<file path="src/sv/mss_pkg.sv">
package mss_pkg;

    // field widths fixed by the item formats
    localparam int VALUE_W = 16;
    localparam int STOP_W  = 16;
    localparam int SUM_W   = 31;

    // default sequence length limit
    localparam int unsigned MAX_ITEMS_DEF = 32767;

    // saturation ceiling of the running sum
    localparam logic [SUM_W-1:0] SUM_MAX = {SUM_W{1'b1}};

    // one input item
    typedef struct packed {
        logic signed [VALUE_W-1:0] value;
        logic                      last;
    } in_item_t;

    // one result item
    typedef struct packed {
        logic              found;
        logic [STOP_W-1:0] start_stop;
        logic [STOP_W-1:0] end_stop;
        logic [SUM_W-1:0]  best_sum;
    } out_item_t;

endpackage

</file>
<file path="src/sv/mss_in_stage.sv">
module mss_in_stage (
    input  logic               aclk,
    input  logic               aresetn,
    input  logic               s_valid,
    output logic               s_ready,
    input  mss_pkg::in_item_t  s_item,
    output logic               valid,
    output mss_pkg::in_item_t  item,
    input  logic               pop
);

    logic              valid_reg;
    logic              valid_next;
    mss_pkg::in_item_t item_reg;

    // room when empty or when the held item leaves this cycle
    assign s_ready = !valid_reg || pop;

    always_comb begin
        valid_next = valid_reg;
        if (s_valid && s_ready) begin
            valid_next = 1'b1;
        end else if (pop) begin
            valid_next = 1'b0;
        end
    end

    always_ff @(posedge aclk) begin
        if (!aresetn) begin
            valid_reg <= 1'b0;
        end else begin
            valid_reg <= valid_next;
        end
    end

    // payload capture
    always_ff @(posedge aclk) begin
        if (s_valid && s_ready) begin
            item_reg <= s_item;
        end
    end

    assign valid = valid_reg;
    assign item  = item_reg;

endmodule

</file>
<file path="src/sv/mss_kadane.sv">
module mss_kadane #(
    parameter int unsigned MAX_ITEMS = mss_pkg::MAX_ITEMS_DEF
) (
    input  logic               aclk,
    input  logic               aresetn,
    input  logic               fire,
    input  mss_pkg::in_item_t  item,
    output mss_pkg::out_item_t result
);

    localparam int IDX_W = $clog2(MAX_ITEMS + 1);
    localparam int EXT_W = (IDX_W + 1 > mss_pkg::STOP_W) ? IDX_W + 1 : mss_pkg::STOP_W;
    localparam int ACC_W = mss_pkg::SUM_W + 2;

    logic [mss_pkg::SUM_W-1:0] run_sum_reg, run_sum_next;
    logic [mss_pkg::SUM_W-1:0] best_reg, best_next;
    logic [IDX_W-1:0]          best_begin_reg, best_begin_next;
    logic [IDX_W-1:0]          best_end_reg, best_end_next;
    logic [IDX_W-1:0]          run_begin_reg, run_begin_next;
    logic [IDX_W-1:0]          idx_reg, idx_next;
    logic                      seen_reg, seen_next;

    logic                      active;
    logic [IDX_W-1:0]          idx_inc;
    logic signed [ACC_W-1:0]   sum_raw;
    logic signed [ACC_W-1:0]   sum_sat;
    logic signed [ACC_W-1:0]   best_ext;
    logic                      take;
    logic [EXT_W-1:0]          start_ext;
    logic [EXT_W-1:0]          end_ext;

    // one step of the running-sum update
    always_comb begin
        active   = idx_reg < IDX_W'(MAX_ITEMS);
        idx_inc  = idx_reg + IDX_W'(1);
        sum_raw  = $signed({2'b00, run_sum_reg})
                 + ACC_W'(item.value);
        sum_sat  = (sum_raw > $signed({2'b00, mss_pkg::SUM_MAX}))
                 ? $signed({2'b00, mss_pkg::SUM_MAX}) : sum_raw;
        best_ext = $signed({2'b00, best_reg});
        take     = (best_ext < sum_sat)
                || ((best_ext == sum_sat)
                    && ((best_end_reg - best_begin_reg) < (idx_inc - run_begin_reg)));

        run_sum_next    = run_sum_reg;
        best_next       = best_reg;
        best_begin_next = best_begin_reg;
        best_end_next   = best_end_reg;
        run_begin_next  = run_begin_reg;
        idx_next        = idx_reg;
        seen_next       = seen_reg;

        if (active) begin
            idx_next = idx_inc;
            if (!item.value[mss_pkg::VALUE_W-1] && (item.value != '0)) begin
                seen_next = 1'b1;
            end
            if (take) begin
                best_next       = sum_sat[mss_pkg::SUM_W-1:0];
                best_begin_next = run_begin_reg;
                best_end_next   = idx_inc;
            end
            if (sum_sat[ACC_W-1]) begin
                run_sum_next   = '0;
                run_begin_next = idx_inc;
            end else begin
                run_sum_next = sum_sat[mss_pkg::SUM_W-1:0];
            end
        end
    end

    // result from the updated state, zero when nothing was positive
    always_comb begin
        start_ext = EXT_W'(best_begin_next) + EXT_W'(1);
        end_ext   = EXT_W'(best_end_next) + EXT_W'(1);
        result    = '0;
        if (seen_next) begin
            result.found      = 1'b1;
            result.start_stop = start_ext[mss_pkg::STOP_W-1:0];
            result.end_stop   = end_ext[mss_pkg::STOP_W-1:0];
            result.best_sum   = best_next;
        end
    end

    // state registers, cleared after the last item of a sequence
    always_ff @(posedge aclk) begin
        if (!aresetn) begin
            run_sum_reg    <= '0;
            best_reg       <= '0;
            best_begin_reg <= '0;
            best_end_reg   <= '0;
            run_begin_reg  <= '0;
            idx_reg        <= '0;
            seen_reg       <= 1'b0;
        end else if (fire) begin
            if (item.last) begin
                run_sum_reg    <= '0;
                best_reg       <= '0;
                best_begin_reg <= '0;
                best_end_reg   <= '0;
                run_begin_reg  <= '0;
                idx_reg        <= '0;
                seen_reg       <= 1'b0;
            end else begin
                run_sum_reg    <= run_sum_next;
                best_reg       <= best_next;
                best_begin_reg <= best_begin_next;
                best_end_reg   <= best_end_next;
                run_begin_reg  <= run_begin_next;
                idx_reg        <= idx_next;
                seen_reg       <= seen_next;
            end
        end
    end

    // a closing item leaves a fresh sequence
    a_clear_after_last: assert property (@(posedge aclk) disable iff (!aresetn)
        fire && item.last |=> (idx_reg == '0) && (run_sum_reg == '0) && !seen_reg)
        else $error("state not cleared after last item");

    // the index only moves on a processed item
    a_idx_hold: assert property (@(posedge aclk) disable iff (!aresetn)
        !fire |=> $stable(idx_reg) && $stable(best_reg))
        else $error("state changed without an item");

    // best segment lies inside the items seen so far
    a_best_bounds: assert property (@(posedge aclk) disable iff (!aresetn)
        (best_begin_reg <= best_end_reg) && (best_end_reg <= idx_reg)
        && (run_begin_reg <= idx_reg))
        else $error("segment bounds out of order");

    // index never passes the limit
    a_idx_limit: assert property (@(posedge aclk) disable iff (!aresetn)
        idx_reg <= IDX_W'(MAX_ITEMS))
        else $error("item index beyond limit");

endmodule

</file>
<file path="src/sv/mss_out_stage.sv">
module mss_out_stage (
    input  logic                aclk,
    input  logic                aresetn,
    input  logic                push,
    input  mss_pkg::out_item_t  result,
    output logic                free,
    output logic                m_valid,
    input  logic                m_ready,
    output mss_pkg::out_item_t  m_item
);

    logic               valid_reg;
    logic               valid_next;
    mss_pkg::out_item_t item_reg;

    // slot is usable when empty or being drained
    assign free = !valid_reg || m_ready;

    always_comb begin
        valid_next = valid_reg;
        if (push) begin
            valid_next = 1'b1;
        end else if (m_ready) begin
            valid_next = 1'b0;
        end
    end

    always_ff @(posedge aclk) begin
        if (!aresetn) begin
            valid_reg <= 1'b0;
        end else begin
            valid_reg <= valid_next;
        end
    end

    // result capture
    always_ff @(posedge aclk) begin
        if (push) begin
            item_reg <= result;
        end
    end

    assign m_valid = valid_reg;
    assign m_item  = item_reg;

endmodule

</file>
<file path="src/sv/max_subarray_stream.sv">
// Streaming maximum-sum segment finder.
// Input channel (s_valid/s_ready/s_item): one signed value per item, with a
// last flag on the final item of a sequence. Items are numbered from 1.
// Result channel (m_valid/m_ready/m_item): one item per sequence, produced by
// the last item: found flag, 1-based start and end stops of the best
// segment and its sum, saturated at 2^31-1. With no positive value the
// result carries found = 0 and zero fields.
// Throughput: one item per cycle, except while a last item waits for the result
// register; set by the state update between the input and state registers.
// Result path: a last item passes the input register and then the result
// register (two register stages) before its result shows on m_item.
// Values past MAX_ITEMS in one sequence are ignored; their last flag still
// closes the sequence.
// Reset (aresetn low, synchronous) empties both stages and clears the state.
// When the receiver stalls, values keep flowing; a last item waits in the
// input register until the result register is free, and s_ready drops.
module max_subarray_stream #(
    parameter int unsigned MAX_ITEMS = mss_pkg::MAX_ITEMS_DEF
) (
    input  logic                aclk,
    input  logic                aresetn,
    input  logic                s_valid,
    output logic                s_ready,
    input  mss_pkg::in_item_t   s_item,
    output logic                m_valid,
    input  logic                m_ready,
    output mss_pkg::out_item_t  m_item
);

    logic               in_valid;
    mss_pkg::in_item_t  in_item;
    logic               out_free;
    logic               proc_fire;
    logic               push;
    mss_pkg::out_item_t result;

    // an item is processed unless it closes a sequence and the result slot is busy
    assign proc_fire = in_valid && (!in_item.last || out_free);
    assign push      = proc_fire && in_item.last;

    mss_in_stage u_in (
        .aclk    (aclk),
        .aresetn (aresetn),
        .s_valid (s_valid),
        .s_ready (s_ready),
        .s_item  (s_item),
        .valid   (in_valid),
        .item    (in_item),
        .pop     (proc_fire)
    );

    mss_kadane #(
        .MAX_ITEMS (MAX_ITEMS)
    ) u_core (
        .aclk    (aclk),
        .aresetn (aresetn),
        .fire    (proc_fire),
        .item    (in_item),
        .result  (result)
    );

    mss_out_stage u_out (
        .aclk    (aclk),
        .aresetn (aresetn),
        .push    (push),
        .result  (result),
        .free    (out_free),
        .m_valid (m_valid),
        .m_ready (m_ready),
        .m_item  (m_item)
    );

endmodule
</file>
<file path="config.mk">
export PLATFORM = sky130hd
export DESIGN_NAME = max_subarray_stream
export DESIGN_NICKNAME = d
export VERILOG_FILES = /design/src/sv/mss_pkg.sv /design/src/sv/mss_in_stage.sv /design/src/sv/mss_kadane.sv /design/src/sv/mss_out_stage.sv /design/src/sv/max_subarray_stream.sv
export SDC_FILE = /design/constraint.sdc
export NUM_CORES = 1
export LEC_CHECK = 0
export ABC_AREA = 0
export BUFFER_PORTS_ARGS = -buffer_cell sky130_fd_sc_hd__clkbuf_2
export CAP_MARGIN = 15
export CORE_ASPECT_RATIO = 0.9
export CORE_MARGIN = 5
export CORE_UTILIZATION = 50
export DETAILED_ROUTE_END_ITERATION = 12
export PLACE_DENSITY = 0.67
export SKIP_LAST_GASP = 1
export SLEW_MARGIN = 20
export SYNTH_ARGS = -nofsm -noshare
export SYNTH_HDL_FRONTEND = slang
export SYNTH_SLANG_ARGS = --single-unit
</file>
<file path="constraint.sdc">
create_clock -name aclk -period 9.52 [get_ports aclk]
set_input_delay 1.904 -clock aclk [delete_from_list [all_inputs] [get_ports aclk]]
set_output_delay 1.904 -clock aclk [all_outputs]
set_load 0.005 [all_outputs]
</file>
==> results.md <==
* Hold-fix buffers at CTS at 0
* Cell Area, Synth at 13900 um2
* First-pass GRT wire length at about 64000 um
* Total track usage at 0.254
* Worst path arrival time at 8.77 ns
* Drt drc at 0
* Number of global-route vias before repair at 11583
* Top layer in use: met4
* Final #Nets at 1779
* Max clock buf depth at 3
* Grt ovf at 0
* Number of cell rows at between 50 and 60
* Final max-slew violation count at 0
* Multi-input gate area at 8320 um2
* Initial antenna violation count at 0
* Via/cell ratio at between 6 and 7
* CTS tree: done
* RSZ-0062 raised after global routing: false
* Crit path max fanout at 14
* Ys async rst share at 0
* CP peak stage delay at 0.76 ns
* Worst VDD drop at 0.000127 V
* Clock skew at ~0.013 ns
* I/O Pins at 87
* Root buffer cell: clkbuf_16
* CP Capture Type: flip-flop
* Clk sinks at 206
* FILL cells at ~2500
* Max reg flops at between 60 and 70
* Wire per inst at 20.3 um
* Worst hold path class: reg2reg
* Largest net degree at the start of global routing at 79
* Core Area at ~27000 um2
* Die width at 186 um
* Final Power at about 2.3 mW
* N_diodes at 0
* DR vias at 12443
* Worst reg2reg setup slack at roughly 1.1 ns
* H-tree depth at 1
* Commonest non-fill, non-tap cell in the layout: nand2_1
* Synth warnings at 0
* Syn Area/Cell at 8.75 um2
* ANT nets after route at 0
* Clk Latency, worst-skew pair at roughly 0.54 ns
* Routed wl met2 at about 17000 um
* Count of input and output buffers at 86
* Synth cell types at between 80 and 90
* Post-synth top flop: dfxtp_1
* Fraction of layout cells with a size suffix above 1 at 0.112
* Synth Instances at approximately 1600
* Reported leakage power at between 5 and 6 nW
* Power Density at 147 nW/um2
* Mapped Nets at 1718
* Crit path max-delay cell type: a2111oi_1
* FF+latch area at 4930 um2
* Area grow syn2layout at 10.8%
* Die Span Y at 168 um
* Die ar. at roughly 31000 um2
* Cts repair resizes at 0
* Setup Fix Bufs, Post-CTS at 0
* CP required at between 9 and 10 ns
* CTS Buf Count at 24
* Crit Path Category: reg2reg
* Met1 WL at 19600 um
* Final hold vios at 0
* Min cycle time layout at around 8.4 ns
* Status: completed
* Hpwl dp at about 30000 um
* Most numerous cell on the critical path: ha_1
* Most frequent cells in the layout: nand2_1, dfxtp_1, nor2_1
* Final WL at approximately 41000 um
* Clock-pin transition on the worst setup and hold timing paths at 0.06 ns
* Slew headroom at 0.324
* Crit start category: flip-flop
* Sum Neg Setup Slack at 0 ns
* Met3 routed WL at 3130 um
* Iter 0 DRT Violations at 1231
* FMAX at ~120 MHz
* Max cap viols at 0
* RD Place Congestion at 0.970
* Seq cells post-synth at slightly above 200
* Setup-failing EPs final at 0
* Worst-margin pin slew at 1.01 ns
* Starting Density at 0.511
* Sequential-to-total area share from yosys stat at 0.356
* Crit share post-route at 0.883
* Post-synth EDFFs at 81
* Router iterations before antenna repair at 6
[cell type report]
class,count,share of cell area
sequential,206,0.321
inverter,63,0.0154
tap,354,0.0288
timing repair buffer,116,0.0426
multi-input combinational,1235,0.541
clock inverter,7,0.00269
clock buffer,37,0.0483
[worst max-delay path: cells and delay by family, from the launching register on]
family	cells	cell delay [ns]
AO/OA/AOI/OAI	10	3.42
AND/OR/NAND/NOR	12	2.71
adder cells (fa/ha/maj)	4	1.40
flip-flops	1	0.53
XOR/XNOR	1	0.15
[metal layers]
layer | track usage | vias to the layer above
li1 | - | 6000
met2 | 0.373 | 499
met3 | 0.0408 | 68
met1 | 0.392 | 5876
met4 | 0.0561 | 0
met5 | 0 | -
[cells in the mapped netlist, drive strengths merged, types with 13 or more instances]
cell     instances  area [um2]
nand2          129         487
a32oi           27         236
nor4            15         109
inv             63         236
xnor2           61         534
o21ai          132         664
edfxtp          81        2430
a211oi          68         526
and3            13        81.3
nand3           46         230
nand4           29         181
o2bb2ai         14         123
dfxtp          125        2500
nor2b           57         357
buf             41         267
clkbuf          40         150
o21a            15         113
a21oi          115         579
o211ai          15         113
xor2            33         297
nand2b          13        81.3
or3             17         111
a21boi          24         180
a21o            18         136
nor2           118         462
and2            27         170
nor3            30         150
ha             109        1360
[stage by stage]
stage	worst slack, ns	utilization	std cells	hold slack, ns	instance area [um2]
6_report	1.11	0.566	2018	0.465	15400
5_1_grt	0.507	0.566	2018	0.494	15400
4_1_cts	1.35	0.566	2018	0.461	15400
3_5_place_dp	1.40	0.537	1974	0.448	14600
3_3_place_gp	1.18	0.537	1974	0.441	14600
2_1_floorplan	2.23	-	1585	0.429	13900
[kinds of logic (layout without fill, tap and decap cells)]
logic type               after synthesis  count (layout)  synth area share
AND/OR/NAND/NOR                      527             527             0.194
adder cells (fa/ha/maj)              112             112             0.103
XOR/XNOR                              94              94            0.0599
multiplexers                           4               4           0.00298
flip-flops                           206             206             0.356
buffers and inverters                144             223            0.0471
AO/OA/AOI/OAI                        498             498             0.238
[worst paths after layout]
path / end / startpoint / depth (start not counted)
setup reg to reg: u_out.m_item[59] / u_in.item[16] / 27
setup / recovery: u_out.m_item[59] / u_in.item[16] / 27
hold reg to reg: u_core.run_sum_reg[22] / u_core.run_sum_reg[22] / 2
hold / removal: u_core.run_sum_reg[22] / u_core.run_sum_reg[22] / 2
[power breakdown]
part | leakage (nW) | switching [mW] | internal (mW) | total, mW
clock network | 0.381 | 0.385 | 0.536 | 0.921
registers | 1.78 | 0.0191 | 0.951 | 0.970
logic | 3.60 | 0.249 | 0.127 | 0.376
(Power assumes the default switching activity.)
